`src/rtl/core/assert_macros.svh`:
```
// Assertion macros shared by the allocator RTL; clk and rst_n are taken from the using module.
`ifndef ASSERT_MACROS_SVH
`define ASSERT_MACROS_SVH

// Same-cycle implication, checked at every rising edge out of reset.
`define ASSERT_IMP(lbl, ante, cons, msg) \
    lbl: assert property (@(posedge clk) disable iff (!rst_n) (ante) |-> (cons)) \
        else $error(msg);

// Next-cycle implication, checked at every rising edge out of reset.
`define ASSERT_NXT(lbl, ante, cons, msg) \
    lbl: assert property (@(posedge clk) disable iff (!rst_n) (ante) |=> (cons)) \
        else $error(msg);

`endif

```
`src/rtl/core/fbpa_pkg.sv`:
```
// Shared widths, request codes and controller/datapath interface types for the block pool allocator.
`timescale 1ns / 1ps

package fbpa_pkg;

    localparam int CNT_W      = 9;
    localparam int IDX_OUT_W  = 8;
    localparam int DEF_BLOCKS = 256;

    localparam logic REQ_ALLOC = 1'b0;
    localparam logic REQ_FREE  = 1'b1;

    typedef struct packed {
        logic init_start;
        logic init_step;
        logic alloc_rd;
        logic alloc_done;
        logic free_link;
        logic free_null;
        logic reject;
    } cmd_t;

    typedef struct packed {
        logic head_null;
        logic free_valid;
        logic init_last;
    } status_t;

endpackage

```
`src/rtl/core/fbpa_ctrl.sv`:
```
// Sequencing state machine of the block pool allocator.
`timescale 1ns / 1ps

module fbpa_ctrl (
    input  logic             clk,
    input  logic             rst_n,
    input  logic             start,
    input  logic             req_type,
    input  logic             cfg_we,
    input  fbpa_pkg::status_t status,
    output fbpa_pkg::cmd_t    cmd,
    output logic             busy
);
    import fbpa_pkg::*;

    localparam logic [1:0] ST_INIT  = 2'd0;
    localparam logic [1:0] ST_IDLE  = 2'd1;
    localparam logic [1:0] ST_ALLOC = 2'd2;
    localparam logic [1:0] ST_FREE  = 2'd3;

    logic [1:0] state_reg;
    logic [1:0] state_next;

    always_comb
    begin
        cmd        = '0;
        state_next = state_reg;
        if (cfg_we)
        begin
            // A new block count restarts the list rebuild from any state.
            cmd.init_start = 1'b1;
            state_next     = ST_INIT;
        end
        else
        begin
            unique case (state_reg)
                ST_INIT:
                begin
                    cmd.init_step = 1'b1;
                    if (status.init_last)
                    begin
                        state_next = ST_IDLE;
                    end
                end
                ST_IDLE:
                begin
                    if (start)
                    begin
                        if (req_type == REQ_ALLOC)
                        begin
                            if (status.head_null)
                            begin
                                cmd.reject = 1'b1;
                            end
                            else
                            begin
                                cmd.alloc_rd = 1'b1;
                                state_next   = ST_ALLOC;
                            end
                        end
                        else
                        begin
                            if (status.free_valid)
                            begin
                                cmd.free_link = 1'b1;
                                state_next    = ST_FREE;
                            end
                            else
                            begin
                                cmd.reject = 1'b1;
                            end
                        end
                    end
                end
                ST_ALLOC:
                begin
                    cmd.alloc_done = 1'b1;
                    state_next     = ST_IDLE;
                end
                ST_FREE:
                begin
                    cmd.free_null = 1'b1;
                    state_next    = ST_IDLE;
                end
                default:
                begin
                    state_next = ST_INIT;
                end
            endcase
        end
    end

    always_ff @(posedge clk or negedge rst_n)
    begin
        if (!rst_n)
        begin
            state_reg <= ST_INIT;
        end
        else
        begin
            state_reg <= state_next;
        end
    end

    assign busy = (state_reg != ST_IDLE);

endmodule

```
`src/rtl/core/fbpa_datapath.sv`:
```
// Link memory, head, tail and count registers and result registers of the block pool allocator.
`timescale 1ns / 1ps

module fbpa_datapath #(
    parameter int BLOCKS = fbpa_pkg::DEF_BLOCKS
) (
    input  logic                             clk,
    input  logic                             rst_n,
    input  logic [fbpa_pkg::CNT_W-1:0]       cfg_data,
    input  logic [fbpa_pkg::IDX_OUT_W-1:0]   block_index,
    input  fbpa_pkg::cmd_t                   cmd,
    output fbpa_pkg::status_t                status,
    output logic                             done,
    output logic                             ok,
    output logic [fbpa_pkg::IDX_OUT_W-1:0]   block_index_out
);
    import fbpa_pkg::*;

    localparam int IDX_W     = (BLOCKS > 1) ? $clog2(BLOCKS) : 1;
    localparam int LINK_W    = $clog2(BLOCKS + 1);
    localparam int CMP_W     = (LINK_W > CNT_W) ? LINK_W : CNT_W;
    localparam int CNT_MAX_I = (BLOCKS < 511) ? BLOCKS : 511;
    localparam int CNT_RST_I = (BLOCKS < 256) ? BLOCKS : 256;

    localparam logic [CNT_W-1:0]  CNT_MAX   = CNT_W'(CNT_MAX_I);
    localparam logic [CNT_W-1:0]  CNT_RST   = CNT_W'(CNT_RST_I);
    localparam logic [LINK_W-1:0] LINK_NULL = LINK_W'(BLOCKS);
    localparam logic [IDX_W-1:0]  LAST_IDX  = IDX_W'(BLOCKS - 1);

    logic [LINK_W-1:0] link_mem [BLOCKS];

    logic [CNT_W-1:0]     count_reg;
    logic [LINK_W-1:0]    head_reg;
    logic [IDX_W-1:0]     tail_reg;
    logic [IDX_W-1:0]     ptr_reg;
    logic [IDX_OUT_W-1:0] idx_reg;
    logic [LINK_W-1:0]    rd_reg;
    logic                 done_reg;
    logic                 ok_reg;
    logic [IDX_OUT_W-1:0] out_reg;

    logic [CNT_W-1:0]  count_next;
    logic [CMP_W-1:0]  ptr_succ;
    logic [LINK_W-1:0] init_link;
    logic              mem_we;
    logic [IDX_W-1:0]  mem_waddr;
    logic [LINK_W-1:0] mem_wdata;

    // Written values outside 1 to the smaller of BLOCKS and 511 are pulled to the nearest end.
    always_comb
    begin
        if (cfg_data == '0)
        begin
            count_next = CNT_W'(1);
        end
        else if (cfg_data > CNT_MAX)
        begin
            count_next = CNT_MAX;
        end
        else
        begin
            count_next = cfg_data;
        end
    end

    assign ptr_succ  = CMP_W'(ptr_reg) + CMP_W'(1);
    assign init_link = (ptr_succ < CMP_W'(count_reg)) ? LINK_W'(ptr_succ) : LINK_NULL;

    assign status.head_null  = (head_reg >= LINK_NULL);
    assign status.free_valid = ({1'b0, block_index} < count_reg);
    assign status.init_last  = (ptr_reg == LAST_IDX);

    // One write port: the rebuild pass, the old tail's link, or the freed block's null link.
    always_comb
    begin
        mem_we    = 1'b0;
        mem_waddr = ptr_reg;
        mem_wdata = init_link;
        if (cmd.init_step)
        begin
            mem_we = 1'b1;
        end
        else if (cmd.free_link && !status.head_null)
        begin
            mem_we    = 1'b1;
            mem_waddr = tail_reg;
            mem_wdata = LINK_W'(block_index);
        end
        else if (cmd.free_null)
        begin
            mem_we    = 1'b1;
            mem_waddr = IDX_W'(idx_reg);
            mem_wdata = LINK_NULL;
        end
    end

    always_ff @(posedge clk)
    begin
        if (mem_we)
        begin
            link_mem[mem_waddr] <= mem_wdata;
        end
        if (cmd.alloc_rd)
        begin
            rd_reg <= link_mem[head_reg[IDX_W-1:0]];
        end
    end

    always_ff @(posedge clk or negedge rst_n)
    begin
        if (!rst_n)
        begin
            count_reg <= CNT_RST;
            head_reg  <= '0;
            tail_reg  <= IDX_W'(CNT_RST - CNT_W'(1));
            ptr_reg   <= '0;
            done_reg  <= 1'b0;
        end
        else
        begin
            done_reg <= cmd.alloc_done | cmd.free_null | cmd.reject;
            if (cmd.init_start)
            begin
                count_reg <= count_next;
                head_reg  <= '0;
                tail_reg  <= IDX_W'(count_next - CNT_W'(1));
                ptr_reg   <= '0;
            end
            else
            begin
                if (cmd.init_step)
                begin
                    ptr_reg <= ptr_reg + IDX_W'(1);
                end
                if (cmd.alloc_done)
                begin
                    head_reg <= rd_reg;
                end
                if (cmd.free_link)
                begin
                    // An empty list restarts at the freed block.
                    if (status.head_null)
                    begin
                        head_reg <= LINK_W'(block_index);
                    end
                    tail_reg <= IDX_W'(block_index);
                end
            end
        end
    end

    always_ff @(posedge clk)
    begin
        if (cmd.alloc_rd || cmd.free_link || cmd.reject)
        begin
            idx_reg <= block_index;
        end
        ok_reg  <= cmd.alloc_done | cmd.free_null;
        out_reg <= cmd.alloc_done ? IDX_OUT_W'(head_reg) : '0;
    end

    assign done            = done_reg;
    assign ok              = ok_reg;
    assign block_index_out = out_reg;

endmodule

```
`src/rtl/core/fixed_block_pool_allocator.sv`:
```
// Top level of the fixed-size block pool allocator with a linked free list.
//
//  Channel   | Handshake                   | Payload
//  ----------+-----------------------------+-------------------------------
//  request   | start, busy (taken: !busy)  | req_type, block_index
//  result    | done (one-cycle strobe)     | ok, block_index_out
//  config    | cfg_valid, cfg_ready        | cfg_data (block count)
//
// A successful allocate or an accepted free holds busy high in its ALLOC or FREE state and
// strobes done as busy falls. An allocate waits for the registered read of the head's link;
// a free writes the old tail's link, if the list was not empty, and the freed block's null
// link through the one write port. A rejected request strobes done the next cycle and
// leaves busy low. After reset and after every block count write, the link memory is
// rebuilt one entry a cycle with busy high. The result cannot be stalled.
`timescale 1ns / 1ps
`include "assert_macros.svh"

module fixed_block_pool_allocator #(
    parameter int BLOCKS = fbpa_pkg::DEF_BLOCKS
) (
    input  logic                           clk,
    input  logic                           rst_n,
    input  logic                           start,
    output logic                           busy,
    input  logic                           req_type,
    input  logic [fbpa_pkg::IDX_OUT_W-1:0] block_index,
    output logic                           done,
    output logic                           ok,
    output logic [fbpa_pkg::IDX_OUT_W-1:0] block_index_out,
    input  logic                           cfg_valid,
    output logic                           cfg_ready,
    input  logic [fbpa_pkg::CNT_W-1:0]     cfg_data
);
    import fbpa_pkg::*;

    cmd_t    cmd;
    status_t status;
    logic    cfg_we;

    assign cfg_ready = 1'b1;
    assign cfg_we    = cfg_valid && cfg_ready;

    fbpa_ctrl u_ctrl (
        .clk      (clk),
        .rst_n    (rst_n),
        .start    (start),
        .req_type (req_type),
        .cfg_we   (cfg_we),
        .status   (status),
        .cmd      (cmd),
        .busy     (busy)
    );

    fbpa_datapath #(
        .BLOCKS (BLOCKS)
    ) u_datapath (
        .clk             (clk),
        .rst_n           (rst_n),
        .cfg_data        (cfg_data),
        .block_index     (block_index),
        .cmd             (cmd),
        .status          (status),
        .done            (done),
        .ok              (ok),
        .block_index_out (block_index_out)
    );

    `ASSERT_IMP(a_cmd_onehot, 1'b1, $onehot0(cmd), "more than one datapath command at once")
    `ASSERT_NXT(a_accept_progress, start && !busy && !cfg_we, busy || done, "transaction dropped")
    `ASSERT_NXT(a_cfg_rebuild, cfg_we, busy && !done, "no rebuild after a block count write")
    `ASSERT_IMP(a_fail_zero, done && !ok, block_index_out == '0, "failed result with an index")
    `ASSERT_IMP(a_done_cause, done, $past(busy || start), "result strobe without a transaction")

endmodule
```
`config.mk`:
```
export PLATFORM = sky130hd
export DESIGN_NAME = fixed_block_pool_allocator
export DESIGN_NICKNAME = d
export VERILOG_FILES = /design/src/rtl/core/fbpa_pkg.sv /design/src/rtl/core/fbpa_ctrl.sv /design/src/rtl/core/fbpa_datapath.sv /design/src/rtl/core/fixed_block_pool_allocator.sv
export VERILOG_INCLUDE_DIRS = /design/src /design/src/rtl/core
export SDC_FILE = /design/constraint.sdc
export NUM_CORES = 2
export LEC_CHECK = 0
export ABC_AREA = 1
export ABC_CLOCK_PERIOD_IN_PS = 15950
export BUFFER_PORTS_ARGS = -buffer_cell sky130_fd_sc_hd__clkbuf_2
export CAP_MARGIN = 20
export CORE_MARGIN = 1.5
export CORE_UTILIZATION = 46
export CTS_CLUSTER_DIAMETER = 150
export DETAILED_ROUTE_END_ITERATION = 7
export PLACE_DENSITY_LB_ADDON = 0.08
export SLEW_MARGIN = 20
export SYNTH_ARGS = -nofsm -noshare
export SYNTH_HDL_FRONTEND = slang
export SYNTH_SLANG_ARGS = --single-unit
```
`constraint.sdc`:
```
create_clock -name clk -period 15.95 [get_ports clk]
set_clock_uncertainty 0.2 [all_clocks]
set_input_delay 0 -clock clk [delete_from_list [all_inputs] [get_ports clk]]
set_output_delay 0 -clock clk [all_outputs]
set_load 0.05 [all_outputs]
```
# After elaboration in Yosys (flattened, before gate mapping)
# Memory sizes are Yosys's and may differ from the RTL's. A register that Yosys moved wholly into a read port is not among the register bits.
# Cells that the tools add are included.
[word_totals] reg_bits=54 mem_bits_rw=2304 in_bits=22 output_inout_bits=12 elab_cells=85 mem_count=1
[classes] add_sub_neg=3 order_cmp=4 n_eq_ne=9 n_mux=47 n_bitwise=2 reduce_logical=10
[mem_list] name="u_datapath.link_mem" words=256 width=9 read_ports=1 rd_ports_with_merged_regs=1 write_ports=1 line="fbpa_datapath.sv:30" rtl="logic [LINK_W-1:0] link_mem [BLOCKS];"
[op_table] op="9-bit 2-to-1 mux" count=10
[op_table] op="8-bit 2-to-1 mux" count=7
[op_table] op="1-bit 2-to-1 mux" count=22
[op_table] op="2-bit 2-to-1 mux" count=6
[op_table] op="8-bit by 1-bit adder with 9-bit output, second input constant" count=1
[op_table] op="9-bit >= comparator, second input constant" count=1
[op_table] op="9-bit greater-than comparator, second input constant" count=1
[op_table] op="9-bit logical NOT" count=1
[op_table] op="8-bit by 9-bit < comparator with 1-bit output" count=1
[op_table] op="9-bit < comparator" count=1
[op_table] op="8-bit by 1-bit adder with 8-bit output, second input constant" count=1
[op_table] op="8-bit == test, second input constant" count=1
[op_table] op="4-bit inequality test, second input constant" count=2
[op_table] op="8-bit by 1-bit subtractor with 8-bit output, second input constant" count=1
[op_table] op="6-bit 2-to-1 mux" count=1
[op_table] op="3-bit inequality test, second input constant" count=2
[op_table] op="2-bit case mux with 3 select lines" count=1
[op_table] op="2-bit == test, second input constant" count=2
[op_table] op="4-bit AND reduction" count=1
[op_table] op="2-bit nonzero test" count=2
[op_table] op="2-bit by 1-bit == test with 1-bit output, second input constant" count=1
[op_table] op="2-bit logical NOT" count=1
[op_table] op="1-bit logical OR" count=2
[op_table] op="2-bit by 1-bit inequality test with 1-bit output, second input constant" count=1
[op_table] op="other kinds (4)" count=5

# Depth between registers and ports, before layout
[logic_depth] depth_word=11 depth_mapped=16 ltp_nobuf=15

# Modules after synthesis
# From an unflattened synthesis, not the netlist that was laid out.
[hier_totals] cells_unflattened=8209 hier_area_um2=96264.8
[modules_own_cells] module="fbpa_datapath" instances=1 cells_per_inst=8175 area_each_um2=96065.9 seq_area_each_um2=70764.1
[modules_own_cells] module="fbpa_ctrl" instances=1 cells_per_inst=32 area_each_um2=187.7 seq_area_each_um2=50.0
[modules_own_cells] module="fixed_block_pool_allocator" instances=1 cells_per_inst=2 area_each_um2=11.3 seq_area_each_um2=0.0

# Worst setup path after synthesis
# OpenSTA, ideal clock, no wires.
[synth_path] path_kind="reg-to-reg" from="register u_datapath.count_reg[6]" to="memory u_datapath.link_mem[0][1] (netlist bit), data pin" setup_ns=2.189 t_arrival_ns=11.336 required_ns=13.561 slack_ns=2.225 path_stages_with_launch=10 path_buffers=1 period_less_slack_ns=13.725 path_cell_list="dfrtp_1 inv_1 ha_1 nand2_1 nor2_2 a21boi_2 nor2_4 nand3_4 buf_2 o21ai_0"
[synth_via] elab_chain_cells=9 word_cells_on_any_way=12 classes_between="2 x order compare; 9 x mux; 1 x reduce/logical"
[synth_rtl] item="start: declaration" line="fbpa_datapath.sv:32" rtl="logic [CNT_W-1:0] count_reg;"
[synth_rtl] item="start signal: assignment" line="fbpa_datapath.sv:124" rtl="count_reg <= count_next;"
[synth_rtl] item="8-bit by 9-bit < comparator with 1-bit output" line="fbpa_datapath.sv:70" rtl="assign status.free_valid = ({1'b0, block_index} < count_reg);"
[synth_rtl] item="1-bit 2-to-1 mux" line="fbpa_ctrl.sv:63" rtl="if (status.free_valid)"
[synth_rtl] item="1-bit 2-to-1 mux" line="fbpa_ctrl.sv:49" rtl="if (req_type == REQ_ALLOC)"
[synth_rtl] item="1-bit 2-to-1 mux" line="fbpa_ctrl.sv:47" rtl="if (start)"
[synth_rtl] item="1-bit 2-to-1 mux" line="fbpa_ctrl.sv:36" rtl="unique case (state_reg)"
[synth_rtl] item="6-bit 2-to-1 mux" line="fbpa_ctrl.sv:28" rtl="if (cfg_we)"
[synth_rtl] item="1-bit logical AND" line="fbpa_datapath.sv:83" rtl="else if (cmd.free_link && !status.head_null)"
[synth_rtl] item="9-bit 2-to-1 mux" line="fbpa_datapath.sv:83"
[synth_rtl] item="9-bit 2-to-1 mux *" line="fbpa_datapath.sv:79" rtl="if (cmd.init_step)"
[synth_rtl] item="named net u_datapath.mem_wdata[1]" line="fbpa_datapath.sv:47" rtl="logic [LINK_W-1:0] mem_wdata;"
[synth_rtl] item="end: declaration" line="fbpa_datapath.sv:30"
# Mark *: on every way through the listed nets, which the timed path passes. The rest lies on a longest branch.

# Worst setup path after layout
[layout_path] from="register u_datapath.head_reg[0]" to="register u_datapath.rd_reg[7] (read register of u_datapath.link_mem), data pin"
[layout_via] elab_chain_cells=6
[layout_rtl] item="start: declaration" line="fbpa_datapath.sv:33" rtl="logic [LINK_W-1:0] head_reg;"
[layout_rtl] item="start signal: assignment" line="fbpa_datapath.sv:137" rtl="head_reg <= rd_reg;"
[layout_rtl] item="start signal: assignment" line="fbpa_datapath.sv:144" rtl="head_reg <= LINK_W'(block_index);"
[layout_rtl] item="9-bit >= comparator" line="fbpa_datapath.sv:69" rtl="assign status.head_null = (head_reg >= LINK_NULL);"
[layout_rtl] item="1-bit 2-to-1 mux" line="fbpa_ctrl.sv:51" rtl="if (status.head_null)"
[layout_rtl] item="1-bit 2-to-1 mux" line="fbpa_ctrl.sv:49"
[layout_rtl] item="1-bit 2-to-1 mux" line="fbpa_ctrl.sv:47"
[layout_rtl] item="1-bit 2-to-1 mux" line="fbpa_ctrl.sv:36"
[layout_rtl] item="6-bit 2-to-1 mux" line="fbpa_ctrl.sv:28"
[layout_rtl] item="end: declaration" line="fbpa_datapath.sv:37" rtl="logic [LINK_W-1:0] rd_reg;"
# Parallel ways exist; a longest one is shown, timed or not.
# A chain may end at the register's enable or synchronous reset.

==> results_dict.tcl <==
set metrics [dict create \
    yosysMostFrequentCell "sky130_fd_sc_hd__nand2_1" \
    route.final.wire_length_mm 285 \
    first_global_vias 60200 \
    post_synth_fa_ha_maj_area_fraction 0.00220 \
    gr-total-overflow 0 \
    reg2reg_depth 15 \
    drc 0 \
    grt_start_max_net_pins 210 \
    cts.htree.levels 5 \
    place.detailed.instances 10600 \
    timing_max_transition_violations_final 0 \
    cts_tree "built" \
    cts-root-buf "sky130_fd_sc_hd__clkbuf_16" \
    globalRouteTotalUtil 0.265 \
    clock_path_buffers 4 \
    antenna_found_initial 9 \
    drt_iter0_markers 6797 \
    count_of_nets_after_finishing 8188 \
    cell_type_group_with_the_largest_total_delay_on_the_critical_path "buffers and inverters" \
    synth_top_family_by_area "simple AND/OR/NAND/NOR gates" \
    crit_path_time_final_ps 7240 \
    cp.required_ps 16540 \
    seqCellArea_mm2 0.0708 \
    final_layout_size_suffix_gt1_frac 0.0750 \
    cap_viol_max_count 0 \
    largest_area_contributor_in_the_synthesized_netlist "sky130_fd_sc_hd__edfxtp_1" \
    largest-register "u_datapath.link_mem" \
    p_int_w 0.0107 \
    pwr-share-seq 0.505 \
    row_count 168 \
    port_buffers 32 \
    die-area_mm2 0.213 \
    num-fill-cells 18200 \
    power_frac_comb 0.074 \
    critical_path_peak_fanout 89 \
    dieHeight_um 462 \
    gp_congestion 0.872 \
    worstSetupStartpoint "u_datapath.head_reg[0]" \
    setup_slack_ps 8710 \
    synth_ff_type "sky130_fd_sc_hd__edfxtp_1" \
    via_count 63600 \
    clock.fmax_mhz 138 \
    status "finished, final reports clean" \
    post_drt_via_cell_ratio 5.71 \
    synth-async-reset-ratio 0.0156 \
    core_mm2 0.209 \
    synth_top_cell_area_share 0.719 \
    pwr-share-clk 0.421 \
    worstReg2RegStart "u_datapath.head_reg[0]" \
    final-hold-violation-count 0 \
    synth_simple_gate_area_frac 0.234 \
    timing.critical_path.buf_inv 5 \
    worstMarginPinSlew_ps 1160 \
    synth_area_mm2 0.0969 \
    multiInputGateArea_mm2 0.0237 \
    cpPeakStageDelay_ps 970 \
    worstSetupEndpointType "flop" \
    grt_setup_unrepaired "false" \
    number_of_flip_flops_under_the_largest_register_name 2304 \
    cp.arrival_ps 7830 \
    critical_path.most_common_cell "sky130_fd_sc_hd__nand3_1" \
    wire_per_inst_um 25.6 \
    netSwitchingPower_w 0.00330 \
    first_pass_iters 6 \
    synth_edf_count 2321 \
    hold_path.class "in -> async" \
    ys.warnings.count 0 \
    synth_compound_gate_area_share 0.00465 \
    place_worst_setup_slack_ps 8860 \
    cp-start-kind "flop" \
    io-pin-count 34 \
    setup_tns_ps 0 \
    die_width_um 462 \
    sw_frac_of_total 0.235 \
    synth.ff_latch_count 2367 \
    clkSlewWorstSetupHoldPaths_ps 60 \
    worstSetupPathDepth 15 \
    grt_first_pass_wirelength_mm 418 \
    synthToLayoutAreaGrowth_pct 11.7 \
    netlist-cell-type-count 43 \
    synth-xor-area-share 0.000633 \
    ant_nets 0 \
    postSynthCellCount 8229 \
    post-route-period-util 0.454 \
    hold_ws_ps 30.0 \
    crit_path_cell_chain "buf_4, buf_4, buf_4, buf_4, buf_4, nand2_1, nand3_1, nand3_1, nand3_1, nand3_1, nand3_1, nand3_1, nand2_1, nand2_1, nand2_1" \
    layout_cells_excl_fill 11100 \
    cell_type_of_the_slowest_stage_on_the_worst_timing_path "sky130_fd_sc_hd__dfrtp_4" \
    clk_sink_count 2367 \
    synth_seq_area_share 0.731 \
    power_per_cell_area_mw_per_mm2 130 \
    power.ir.vdd_worst_mv 0.127 \
    timing_worst_setup_path_type "reg -> reg" \
    number_of_failing_setup_endpoints_in_the_final_timing_report 0 \
    initial_utilization 0.463 \
    synth_fp_nets 8268 \
    relSlewSlack 0.228 \
    clock_insertion_delay_worst_skew_ps 930 \
    power_leakage_nw 37.6 \
    place.detailed.hpwl_mm 158 \
    synth_common_cells "2,453 x sky130_fd_sc_hd__nand2_1, 2,321 x sky130_fd_sc_hd__edfxtp_1, 2,278 x sky130_fd_sc_hd__nand3_1" \
    synth.area.mux_share 0.000930 \
    post_synth.cell_area_avg_um2 11.8 \
    cts_inserted_buffers 275 \
    synthTopCellsByArea "sky130_fd_sc_hd__edfxtp_1 72%, sky130_fd_sc_hd__nand3_1 12%, sky130_fd_sc_hd__nand2_1 9.5%, sky130_fd_sc_hd__clkbuf_1 1.4%, sky130_fd_sc_hd__nor2_1 1.1%" \
]
[layer usage]
layer,track usage,vias up,share of wire
met1,0.381,31700,0.43
met3,0.0436,479,0.072
met2,0.415,2364,0.47
met4,0.0799,6,0.029
met5,0,-,0.00014
li1,-,29000,-
[final timing paths]
kind,to,slack [ps]
worst max-delay path,u_datapath.rd_reg[7],8710
worst min-delay path,u_datapath.ptr_reg[2],30
worst max register to register,u_datapath.rd_reg[7],8710
worst min register to register,u_datapath.count_reg[2],300
max in group asynchronous,u_datapath.head_reg[0],15010
min in group clk,u_datapath.head_reg[0],30
[kinds of logic (layout without fill, tap and decap cells)]
family                     Yosys count  after routing
AOI/OAI and AO/OA                   80             80
xor gates and xnor gates             7              7
adders and majority gates           17             17
buffers and inverters              633            737
DFF                               2367           2367
muxes                                8              8
other                                1              5
and+or+nand+nor                   5116           5116
[placed cells by master, fill, tap and decap left out, types with 8 or more instances in the layout]
cell type / count
sky130_fd_sc_hd__a21oi_1: 17
sky130_fd_sc_hd__dfstp_2: 9
sky130_fd_sc_hd__nand2_2: 26
sky130_fd_sc_hd__clkinv_1: 61
sky130_fd_sc_hd__bufinv_16: 15
sky130_fd_sc_hd__nor2_1: 273
sky130_fd_sc_hd__buf_4: 98
sky130_fd_sc_hd__dfxtp_1: 9
sky130_fd_sc_hd__nor2_8: 11
sky130_fd_sc_hd__nor2_2: 20
sky130_fd_sc_hd__o21ai_0: 35
sky130_fd_sc_hd__nand3_1: 2278
sky130_fd_sc_hd__nand3_4: 11
sky130_fd_sc_hd__clkbuf_1: 57
sky130_fd_sc_hd__inv_1: 70
sky130_fd_sc_hd__nand2_1: 2453
sky130_fd_sc_hd__nor2_4: 8
sky130_fd_sc_hd__ha_1: 17
sky130_fd_sc_hd__clkbuf_2: 32
sky130_fd_sc_hd__mux2_2: 8
sky130_fd_sc_hd__edfxtp_1: 2321
sky130_fd_sc_hd__nand4_1: 12
sky130_fd_sc_hd__dlygate4sd3_1: 54
sky130_fd_sc_hd__dfrtp_1: 22
sky130_fd_sc_hd__nand2_4: 11
sky130_fd_sc_hd__clkbuf_16: 282
sky130_fd_sc_hd__o21ai_4: 9
sky130_fd_sc_hd__clkinv_2: 36
[power by group through the flow]
stage / sequential, W / clock [W] / combinational (W)
floorplan: 0.00742 / 0 / 0.000546
global placement: 0.00722 / 0 / 0.00103
detailed placement: 0.00722 / 0 / 0.00104
CTS: 0.00709 / 0.00600 / 0.00105
global route: 0.00709 / 0.00624 / 0.00111
finish: 0.00709 / 0.00592 / 0.00104
[tightest hold or removal path: cells and delay by family]
family                 cells  cell delay (ps)
buffers and inverters      4             1620
[stage by stage]
| step | cell area, um2 | power (W) | utilization |
|---|---|---|---|
| final | 108000 | 0.0140 | 0.517 |
| after global routing | 108000 | 0.0144 | 0.517 |
| after CTS | 108000 | 0.0141 | 0.517 |
| after detailed placement | 99400 | 0.00826 | 0.475 |
| after global placement | 99300 | 0.00825 | 0.474 |
| after floorplan | 96900 | 0.00796 | - |
[final cells by class]
type	count	area share
sequential	2367	0.655
multi-input combinational	5229	0.219
clock buffer	343	0.0677
tap	2805	0.0324
timing repair buffer	191	0.0146
clock inverter	118	0.00874
inverter	85	0.00324
antenna	4	0.0000925
[what timing repair did]
item,4_1_cts,5_1_grt
resized for setup,0,0
buffers inserted,0,0
hold buffers,54,0
hold endpoints to repair,307,0
Note: power is estimated with default switching activity, not from simulation.
